[src/hdl/ciq_pkg.sv]
// ciq_pkg.sv: shared types, codes and sizes of the collapsing issue queue
`timescale 1ns / 1ps

package ciq_pkg;

   localparam int QUEUE_DEPTH = 16;
   localparam int TAG_COUNT   = 64;

   localparam int IDX_W  = $clog2(QUEUE_DEPTH);
   localparam int CNT_W  = $clog2(QUEUE_DEPTH + 1);
   localparam int TAG_W  = $clog2(TAG_COUNT);

   localparam int PC_W   = 16;
   localparam int CLS_W  = 2;
   localparam int BUSY_W = 3;
   localparam int KIND_W = 3;
   localparam int SLOT_W = 4;
   localparam int OCC_W  = 5;
   localparam int SRC_N  = 3;

   // actions carried in the request tuser
   localparam logic [1:0] ACT_INSERT = 2'd0;
   localparam logic [1:0] ACT_WAKE   = 2'd1;
   localparam logic [1:0] ACT_ISSUE  = 2'd2;
   localparam logic [1:0] ACT_FLUSH  = 2'd3;

   // unit classes
   localparam logic [CLS_W-1:0] CLS_INT  = 2'd0;
   localparam logic [CLS_W-1:0] CLS_MUL  = 2'd1;
   localparam logic [CLS_W-1:0] CLS_LOP  = 2'd2;
   localparam logic [CLS_W-1:0] CLS_LDST = 2'd3;

   // result kinds carried in the response tuser
   localparam logic [KIND_W-1:0] KIND_INSERTED = 3'd0;
   localparam logic [KIND_W-1:0] KIND_REJECTED = 3'd1;
   localparam logic [KIND_W-1:0] KIND_ISSUED   = 3'd2;
   localparam logic [KIND_W-1:0] KIND_FLUSHED  = 3'd3;
   localparam logic [KIND_W-1:0] KIND_NONE     = 3'd4;
   localparam logic [KIND_W-1:0] KIND_DONE     = 3'd5;

   typedef struct packed {
      logic [PC_W-1:0]             pc;
      logic [CLS_W-1:0]            cls;
      logic [TAG_W-1:0]            dest;
      logic [SRC_N-1:0][TAG_W-1:0] src_tag;
      logic [SRC_N-1:0]            src_rdy;
      logic                        mark;
   } entry_type;

   typedef struct packed {
      logic             shift;
      logic             wake;
      logic [TAG_W-1:0] wake_tag;
   } cell_ctl_type;

endpackage

[src/hdl/ciq_cell.sv]
// ciq_cell.sv: one queue slot, loads from its younger neighbor on a shift
`timescale 1ns / 1ps

module ciq_cell
   import ciq_pkg::*;
(
   input  logic         clock,
   input  cell_ctl_type ctl,
   input  logic         wr_en,
   input  entry_type    wr_data,
   input  entry_type    nbr,
   output entry_type    ent
);

   entry_type ent_ff;
   entry_type ent_in;

   always_comb begin
      ent_in = ent_ff;
      priority if (wr_en) begin
         ent_in = wr_data;
      end else if (ctl.shift) begin
         ent_in = nbr;
      end else if (ctl.wake) begin
         for (int s = 0; s < SRC_N; s++) begin
            if (ent_ff.src_tag[s] == ctl.wake_tag) begin
               ent_in.src_rdy[s] = 1'b1;
            end
         end
      end
   end

   always_ff @(posedge clock) begin
      ent_ff <= ent_in;
   end

   assign ent = ent_ff;

endmodule

[src/hdl/collapsing_issue_queue.sv]
// collapsing_issue_queue.sv: top level, control sequencer over a row of queue cells
//
//  channel | dir | handshake              | contents
//  req     | in  | req_tvalid/req_tready  | tuser action, tdata instruction and wakeup fields
//  rsp     | out | rsp_tvalid/rsp_tready  | tuser kind, tdata pc/class/tag/slot/occupancy, tlast
//
//  insert and wakeup: accept, then ST_EXEC updates the cells and loads the output register
//  issue and flush rotate the n held entries through cell 0: the first pass picks entries; a second
//    pass, run only when something was picked, emits them and closes the gaps
//  reset clears the entry count, the sequencer and the response valid only; slot contents are not cleared
//  a stalled response holds the sequencer only where a word must be written out
`timescale 1ns / 1ps

module collapsing_issue_queue
   import ciq_pkg::*;
(
   input  logic        clock,
   input  logic        reset,
   input  logic        req_tvalid,
   output logic        req_tready,
   input  logic [55:0] req_tdata,   // instr_pc, unit_class, dest_tag, src_a_tag, src_a_ready,
                                    // src_b_tag, src_b_ready, src_c_tag, src_c_ready,
                                    // unit_busy, wake_tag, zero pad
   input  logic [1:0]  req_tuser,   // action
   output logic        rsp_tvalid,
   input  logic        rsp_tready,
   output logic [39:0] rsp_tdata,   // out_pc, out_class, out_dest_tag, slot, occupancy, zero pad
   output logic [2:0]  rsp_tuser,   // kind
   output logic        rsp_tlast    // last_item
);

   typedef enum logic [2:0] {
      ST_IDLE,
      ST_EXEC,
      ST_MARK,
      ST_EMIT,
      ST_CLOSE
   } state_type;

   typedef struct packed {
      logic [1:0]       action;
      entry_type        ent;
      logic [TAG_W-1:0] wake_tag;
   } item_type;

   typedef struct packed {
      logic [KIND_W-1:0] kind;
      logic [PC_W-1:0]   pc;
      logic [CLS_W-1:0]  cls;
      logic [TAG_W-1:0]  dest;
      logic [SLOT_W-1:0] slot;
      logic [OCC_W-1:0]  occ;
      logic              last;
   } word_type;

   state_type         state_ff, state_in;
   item_type          item_ff, item_in;
   logic [CNT_W-1:0]  count_ff, count_in;
   logic [CNT_W-1:0]  steps_ff, steps_in;
   logic [CNT_W-1:0]  keep_ff, keep_in;
   logic [3:0]        taken_ff, taken_in;
   logic              any_ff, any_in;
   logic              out_valid_ff, out_valid_in;
   word_type          out_ff, out_in;

   entry_type                 ents [QUEUE_DEPTH];
   cell_ctl_type              ctl;
   logic [QUEUE_DEPTH-1:0]    wr_en;
   logic                      wr_go;
   logic [IDX_W-1:0]          wr_idx;
   entry_type                 wr_data;
   entry_type                 head;
   entry_type                 req_ent;
   logic                      head_gone;
   logic                      out_free;
   logic                      emit;
   word_type                  word;
   logic                      accept;

   assign accept   = req_tvalid && req_tready;
   assign out_free = !out_valid_ff || rsp_tready;
   assign head     = ents[0];

   always_comb begin
      req_ent.pc         = req_tdata[15:0];
      req_ent.cls        = req_tdata[17:16];
      req_ent.dest       = req_tdata[23:18];
      req_ent.src_tag[0] = req_tdata[29:24];
      req_ent.src_rdy[0] = req_tdata[30];
      req_ent.src_tag[1] = req_tdata[36:31];
      req_ent.src_rdy[1] = req_tdata[37];
      req_ent.src_tag[2] = req_tdata[43:38];
      req_ent.src_rdy[2] = req_tdata[44];
      req_ent.mark       = 1'b0;
   end

   // class 3 is pinned taken so load/store entries never issue
   always_comb begin
      if (item_ff.action == ACT_ISSUE) begin
         head_gone = !taken_ff[head.cls] && (&head.src_rdy);
      end else begin
         head_gone = head.pc >= item_ff.ent.pc;
      end
   end

   always_comb begin
      state_in     = state_ff;
      item_in      = item_ff;
      count_in     = count_ff;
      steps_in     = steps_ff;
      keep_in      = keep_ff;
      taken_in     = taken_ff;
      any_in       = any_ff;
      ctl.shift    = 1'b0;
      ctl.wake     = 1'b0;
      ctl.wake_tag = item_ff.wake_tag;
      wr_go        = 1'b0;
      wr_idx       = IDX_W'(count_ff - CNT_W'(1));
      wr_data      = head;
      emit         = 1'b0;
      word         = '0;
      req_tready   = (state_ff == ST_IDLE);

      unique case (state_ff)
         ST_IDLE: begin
            if (accept) begin
               item_in.action   = req_tuser;
               item_in.ent      = req_ent;
               item_in.wake_tag = req_tdata[53:48];
               steps_in         = count_ff;
               keep_in          = '0;
               any_in           = 1'b0;
               taken_in         = {1'b1, req_tdata[47:45]};
               if (req_tuser == ACT_INSERT || req_tuser == ACT_WAKE) begin
                  state_in = ST_EXEC;
               end else if (count_ff == '0) begin
                  state_in = ST_CLOSE;
               end else begin
                  state_in = ST_MARK;
               end
            end
         end
         ST_EXEC: begin
            if (out_free) begin
               emit      = 1'b1;
               word.last = 1'b1;
               word.occ  = OCC_W'(count_ff);
               if (item_ff.action == ACT_WAKE) begin
                  ctl.wake  = 1'b1;
                  word.kind = KIND_DONE;
               end else if (count_ff == CNT_W'(QUEUE_DEPTH)) begin
                  word.kind = KIND_REJECTED;
               end else begin
                  wr_go     = 1'b1;
                  wr_idx    = IDX_W'(count_ff);
                  wr_data   = item_ff.ent;
                  count_in  = count_ff + CNT_W'(1);
                  word.kind = KIND_INSERTED;
                  word.slot = SLOT_W'(count_ff);
                  word.occ  = OCC_W'(count_ff + CNT_W'(1));
               end
               state_in = ST_IDLE;
            end
         end
         ST_MARK: begin
            // rotate: head goes back in at the tail carrying its verdict
            ctl.shift    = 1'b1;
            wr_go        = 1'b1;
            wr_data.mark = head_gone;
            keep_in      = keep_ff + {{(CNT_W-1){1'b0}}, !head_gone};
            any_in       = any_ff || head_gone;
            if (head_gone) begin
               taken_in = taken_ff | (4'b0001 << head.cls);
            end
            steps_in = steps_ff - CNT_W'(1);
            if (steps_ff == CNT_W'(1)) begin
               steps_in = count_ff;
               state_in = any_in ? ST_EMIT : ST_CLOSE;
            end
         end
         ST_EMIT: begin
            if (!head.mark || out_free) begin
               ctl.shift = 1'b1;
               if (head.mark) begin
                  emit      = 1'b1;
                  word.kind = (item_ff.action == ACT_ISSUE) ? KIND_ISSUED : KIND_FLUSHED;
                  word.pc   = head.pc;
                  word.cls  = head.cls;
                  word.dest = head.dest;
                  word.occ  = OCC_W'(keep_ff);
                  count_in  = count_ff - CNT_W'(1);
               end else begin
                  wr_go        = 1'b1;
                  wr_data.mark = 1'b0;
               end
               steps_in = steps_ff - CNT_W'(1);
               if (steps_ff == CNT_W'(1)) begin
                  state_in = ST_CLOSE;
               end
            end
         end
         ST_CLOSE: begin
            if (out_free) begin
               emit      = 1'b1;
               word.kind = any_ff ? KIND_DONE : KIND_NONE;
               word.occ  = OCC_W'(count_ff);
               word.last = 1'b1;
               state_in  = ST_IDLE;
            end
         end
         default: begin
            state_in = ST_IDLE;
         end
      endcase

      out_valid_in = out_valid_ff;
      out_in       = out_ff;
      if (out_free) begin
         out_valid_in = emit;
         out_in       = word;
      end
   end

   always_comb begin
      for (int i = 0; i < QUEUE_DEPTH; i++) begin
         wr_en[i] = wr_go && (wr_idx == IDX_W'(i));
      end
   end

   always_ff @(posedge clock) begin
      if (reset) begin
         state_ff     <= ST_IDLE;
         count_ff     <= '0;
         out_valid_ff <= 1'b0;
      end else begin
         state_ff     <= state_in;
         count_ff     <= count_in;
         out_valid_ff <= out_valid_in;
      end
      item_ff  <= item_in;
      steps_ff <= steps_in;
      keep_ff  <= keep_in;
      taken_ff <= taken_in;
      any_ff   <= any_in;
      out_ff   <= out_in;
   end

   for (genvar i = 0; i < QUEUE_DEPTH; i++) begin : g_cell
      entry_type nbr;
      if (i == QUEUE_DEPTH - 1) begin : g_tail
         assign nbr = ents[i];
      end else begin : g_body
         assign nbr = ents[i+1];
      end
      ciq_cell u_cell (
         .clock   (clock),
         .ctl     (ctl),
         .wr_en   (wr_en[i]),
         .wr_data (wr_data),
         .nbr     (nbr),
         .ent     (ents[i])
      );
   end

   assign rsp_tvalid = out_valid_ff;
   assign rsp_tuser  = out_ff.kind;
   assign rsp_tlast  = out_ff.last;
   assign rsp_tdata  = {7'd0, out_ff.occ, out_ff.slot, out_ff.dest, out_ff.cls, out_ff.pc};

   assert property (@(posedge clock) disable iff (reset)
      count_ff <= CNT_W'(QUEUE_DEPTH))
      else $error("entry count beyond queue depth");

   assert property (@(posedge clock) disable iff (reset)
      (state_ff == ST_EMIT) |-> (keep_ff <= count_ff))
      else $error("kept count above held entries during emit pass");

   assert property (@(posedge clock) disable iff (reset)
      (out_valid_ff && out_ff.kind == KIND_ISSUED) |-> (out_ff.cls != CLS_LDST))
      else $error("load/store entry issued");

   assert property (@(posedge clock) disable iff (reset)
      (out_valid_ff && out_ff.kind == KIND_INSERTED)
         |-> (out_ff.occ == ({1'b0, out_ff.slot} + OCC_W'(1))))
      else $error("inserted slot and occupancy disagree");

   assert property (@(posedge clock) disable iff (reset)
      (state_ff == ST_MARK) |-> (steps_ff != '0 && count_ff != '0))
      else $error("pick pass running on an empty queue");

endmodule
[config.mk]
export PLATFORM = sky130hd
export DESIGN_NAME = collapsing_issue_queue
export DESIGN_NICKNAME = d
export VERILOG_FILES = /design/src/hdl/ciq_pkg.sv /design/src/hdl/ciq_cell.sv /design/src/hdl/collapsing_issue_queue.sv
export SDC_FILE = /design/constraint.sdc
export NUM_CORES = 2
export LEC_CHECK = 0
export ABC_CLOCK_PERIOD_IN_PS = 7200
export CAP_MARGIN = 20
export CELL_PAD_IN_SITES_DETAIL_PLACEMENT = 0
export CELL_PAD_IN_SITES_GLOBAL_PLACEMENT = 1
export CORE_ASPECT_RATIO = 1.4
export CORE_MARGIN = 8
export CORE_UTILIZATION = 59
export DETAILED_ROUTE_END_ITERATION = 8
export DONT_BUFFER_PORTS = 1
export GPL_TIMING_DRIVEN = 0
export PLACE_DENSITY = 0.85
export SYNTH_ARGS = -nofsm -noshare
export SYNTH_HDL_FRONTEND = slang
export SYNTH_HIERARCHICAL = 1
export SYNTH_SLANG_ARGS = --single-unit
[constraint.sdc]
create_clock -name clock -period 7.2 [get_ports clock]
set_input_delay 0.36 -clock clock [delete_from_list [all_inputs] [get_ports clock]]
set_output_delay 0.36 -clock clock [all_outputs]
set_load 0.02 [all_outputs]
==> results.cfg <==
[cts]
cts_tree = yes
cts_max_level = 3
clock_path_buffers = 3
cts_sinks = 850
latest_clock_arrival_within_the_worst_skew_pair_ps = 640
cts-root-buf = clkbuf_16
path_clk_slew_ps = 60
cts_made_buffers = 83

[global_route]
wire_length_of_the_first_global_routing_pass_um = 135000
grt_use_total_pct = 22.2
grt-ovfl-total = 0
antenna_found_initial = 0
first_global_vias = 23852
grt_start_max_net_pins = 44

[cells_and_area]
fillerInstances = 4650
final_cell_count_no_fill = 3866
area_used_by_multi_input_combinational_logic_um2 = 14300
layout-area-overhead-vs-synth_pct = 12.8
final_layout_size_suffix_gt1_share_pct = 33.7
area.sequential_um2 = 25400
finish.net_count = 2957
num_antenna_cells = 0

[synthesis]
syn-cell-area_um2 = 40900
flip_flop_and_latch_count_after_synthesis = 850
yosys_top_cell_by_area = edfxtp_1
synthArstFlopShare_pct = 0
top_post_synthesis_cells_by_area = edfxtp_1 62%, mux2_2 17%, xnor2_1 5.2%
yosysSeqAreaShare_pct = 62.2
ys.flop_type = edfxtp_1
yosysTopAreaCellShare_pct = 61.8
synthesized_netlist_cell_count = 2680
synthesis.area_per_instance_um2 = 15.3
synth.yosys.warnings = 6
post_synth_most_frequent_cells = 841 x edfxtp_1, 610 x mux2_2, 245 x xnor2_1
synth.lib_cells_used.distinct = 59
synth_most_common_cell = edfxtp_1
synth_edf_count = 841

[timing]
worst_slew_margin_rel_pct = 28.3
hold_viol_final = 0
slew_viol_final = 0
period_minus_slack_ps = 5210
setup_viol = 0
finalCritPeriodShare_pct = 72.3
finalClockSkew_ps = 21.4
worst_slew_pin_slew_ps = 1070
max_freq_mhz = 192
setup_tns_final_ps = 0
rsz0062_at_grt = false

[job]
cap_viol_max_count = 0

[power_and_ir_drop]
power.total_mw = 10.8
pwr_density_cell_nw_per_um2 = 234
leakage_nw = 15.4
vdd_ir_drop_max_v = 0.000167

[setup_path]
worst_ep_required_time_ps = 7450
critPathMaxFanout = 43
worstSetupStartpointType = flop
critPathArrivalTime_ps = 5460
timing_worst_setup_path_type = reg -> reg
end_kind = flop

[placed_design]
port-buffer-count = 0
numPlacedInstances = 3660
hpwl_um = 64400
gp_congestion = 0.988

[floorplanning]
core_outline_area_um2 = 68800
rows = 114
die_width_um = 238
io_pins = 108
die_h_um = 327
fp.dieArea_um2 = 78100
floorplan.initialDensity_pct = 59.5

[min_path]
worst_hold_path_type = in -> reg

[route]
first_iter_violations = 1213
first_pass_iteration_count_of_the_detailed_router = 5
viasPerCell = 5.70
wl_per_cell_um = 22.4
totalWireLength_um = 86500
drcViolationCount = 0
via_total_after_detailed_routing = 22039
ant_nets = 0

[outcome]
result_of_the_run = complete, no violations
placed cells by master (no fill, tap or decap), types with 4 or more instances in the layout:
master,instances
inv_2,18
buf_6,35
nor4_1,5
buf_16,18
mux2_2,610
mux2_4,80
conb_1,7
inv_1,58
a21oi_1,60
bufinv_16,9
dfxtp_1,9
o41ai_1,17
xnor2_1,245
buf_4,75
nor2b_1,21
nand2b_1,21
o21ai_0,54
dlygate4sd3_1,56
a31oi_1,5
clkinv_2,11
clkbuf_1,41
nand4_1,51
o21a_1,4
nor2_1,92
nand3_1,46
a22oi_1,4
o21ai_1,20
and2_1,23
clkinv_1,13
ha_1,22
buf_2,7
clkinvlp_4,4
clkbuf_16,85
nor2_2,16
xor2_1,54
edfxtp_1,841
nor3_1,12
and3_1,5
nand2_1,129
layer usage:
metal / vias to the layer above / share of wire [%] / GRT usage (%)
met3: 172 / 3.7 / 3.40
met4: 0 / 5.0 / 11.2
met2: 484 / 54 / 41.5
li1: 10395 / - / -
met5: - / 0 / 0
met1: 10988 / 37 / 24.0
registers in the layout, indices dropped and copies added, names as in the netlist, 3 cells and up:
register,cells
steps_ff,5
rsp_tuser,3
keep_ff,5
g_cell.u_cell/ent,736
rsp_tdata,33
item_ff,47
taken_ff,4
ctl,6
count_ff,5
state_ff,3
path summary, 6_finish.rpt:
path	to	slack, ps	cells after the start	start
worst max-delay path	g_cell[14].u_cell/ent[5]	1990	12	rsp_tvalid
worst max register to register	g_cell[14].u_cell/ent[5]	1990	12	rsp_tvalid
worst min-delay path	state_ff[2]	160	3	req_tuser[1]
worst min register to register	g_cell[9].u_cell/ent[39]	540	1	g_cell[10].u_cell/ent[39]
critical path, stage by stage (launching register included):
cell,delay (ps)
dfxtp_1,490
nor2b_1,170
clkbuf_1,430
inv_2,520
nand4_1,250
clkbuf_1,340
a22o_1,230
o21ai_0,380
nor2_1,740
buf_6,260
buf_6,190
nor2_2,100
inv_2,690
report_power, final:
part	internal, mW	switching [mW]	leakage (nW)
clock	2.52	1.81	1.31
sequential	5.57	0.0935	7.78
combinational	0.317	0.463	6.32
per-stage QoR:
step           setup slack, ps  instance area (µm²)  utilization, %  hold WS (ps)
6_report                  1990                46100            67.0           162
3_5_place_dp              1950                42800            62.3           459
4_1_cts                   1950                46100            67.0           120
5_1_grt                   1670                46100            67.0           170
2_1_floorplan             2960                40900               -           459
3_3_place_gp               100                42100            61.2           459
timing repair:
| action | 4_1_cts | 5_1_grt |
|---|---|---|
| hold buffers | 56 | 0 |
| endpoints found under the hold margin | 57 | 0 |
| gates resized for setup | 0 | 0 |
| setup buffers | 0 | 0 |
cell families (layout without fill, tap and decap cells):
logic type | Yosys count | count (layout) | share of synthesized area (%)
mux | 691 | 691 | 19.8
compound gates | 187 | 187 | 2.71
other cells | 1 | 7 | 0.00917
fa+ha+maj | 22 | 22 | 0.673
buf+inv | 190 | 442 | 2.86
flops | 850 | 850 | 62.2
xor+xnor | 299 | 299 | 6.41
simple gates | 440 | 440 | 5.32
area by class of cell:
type                       instances  share of cell area (%)
sequential                       850                    55.2
multi-input combinational       1646                    31.0
clock buffer                     108                    4.85
timing repair buffer             102                    2.86
tap                              928                    2.52
buffer                           113                    1.91
clock inverter                    42                    1.02
inverter                          77                   0.627
No activity file was read; power rests on OpenSTA's default activity.
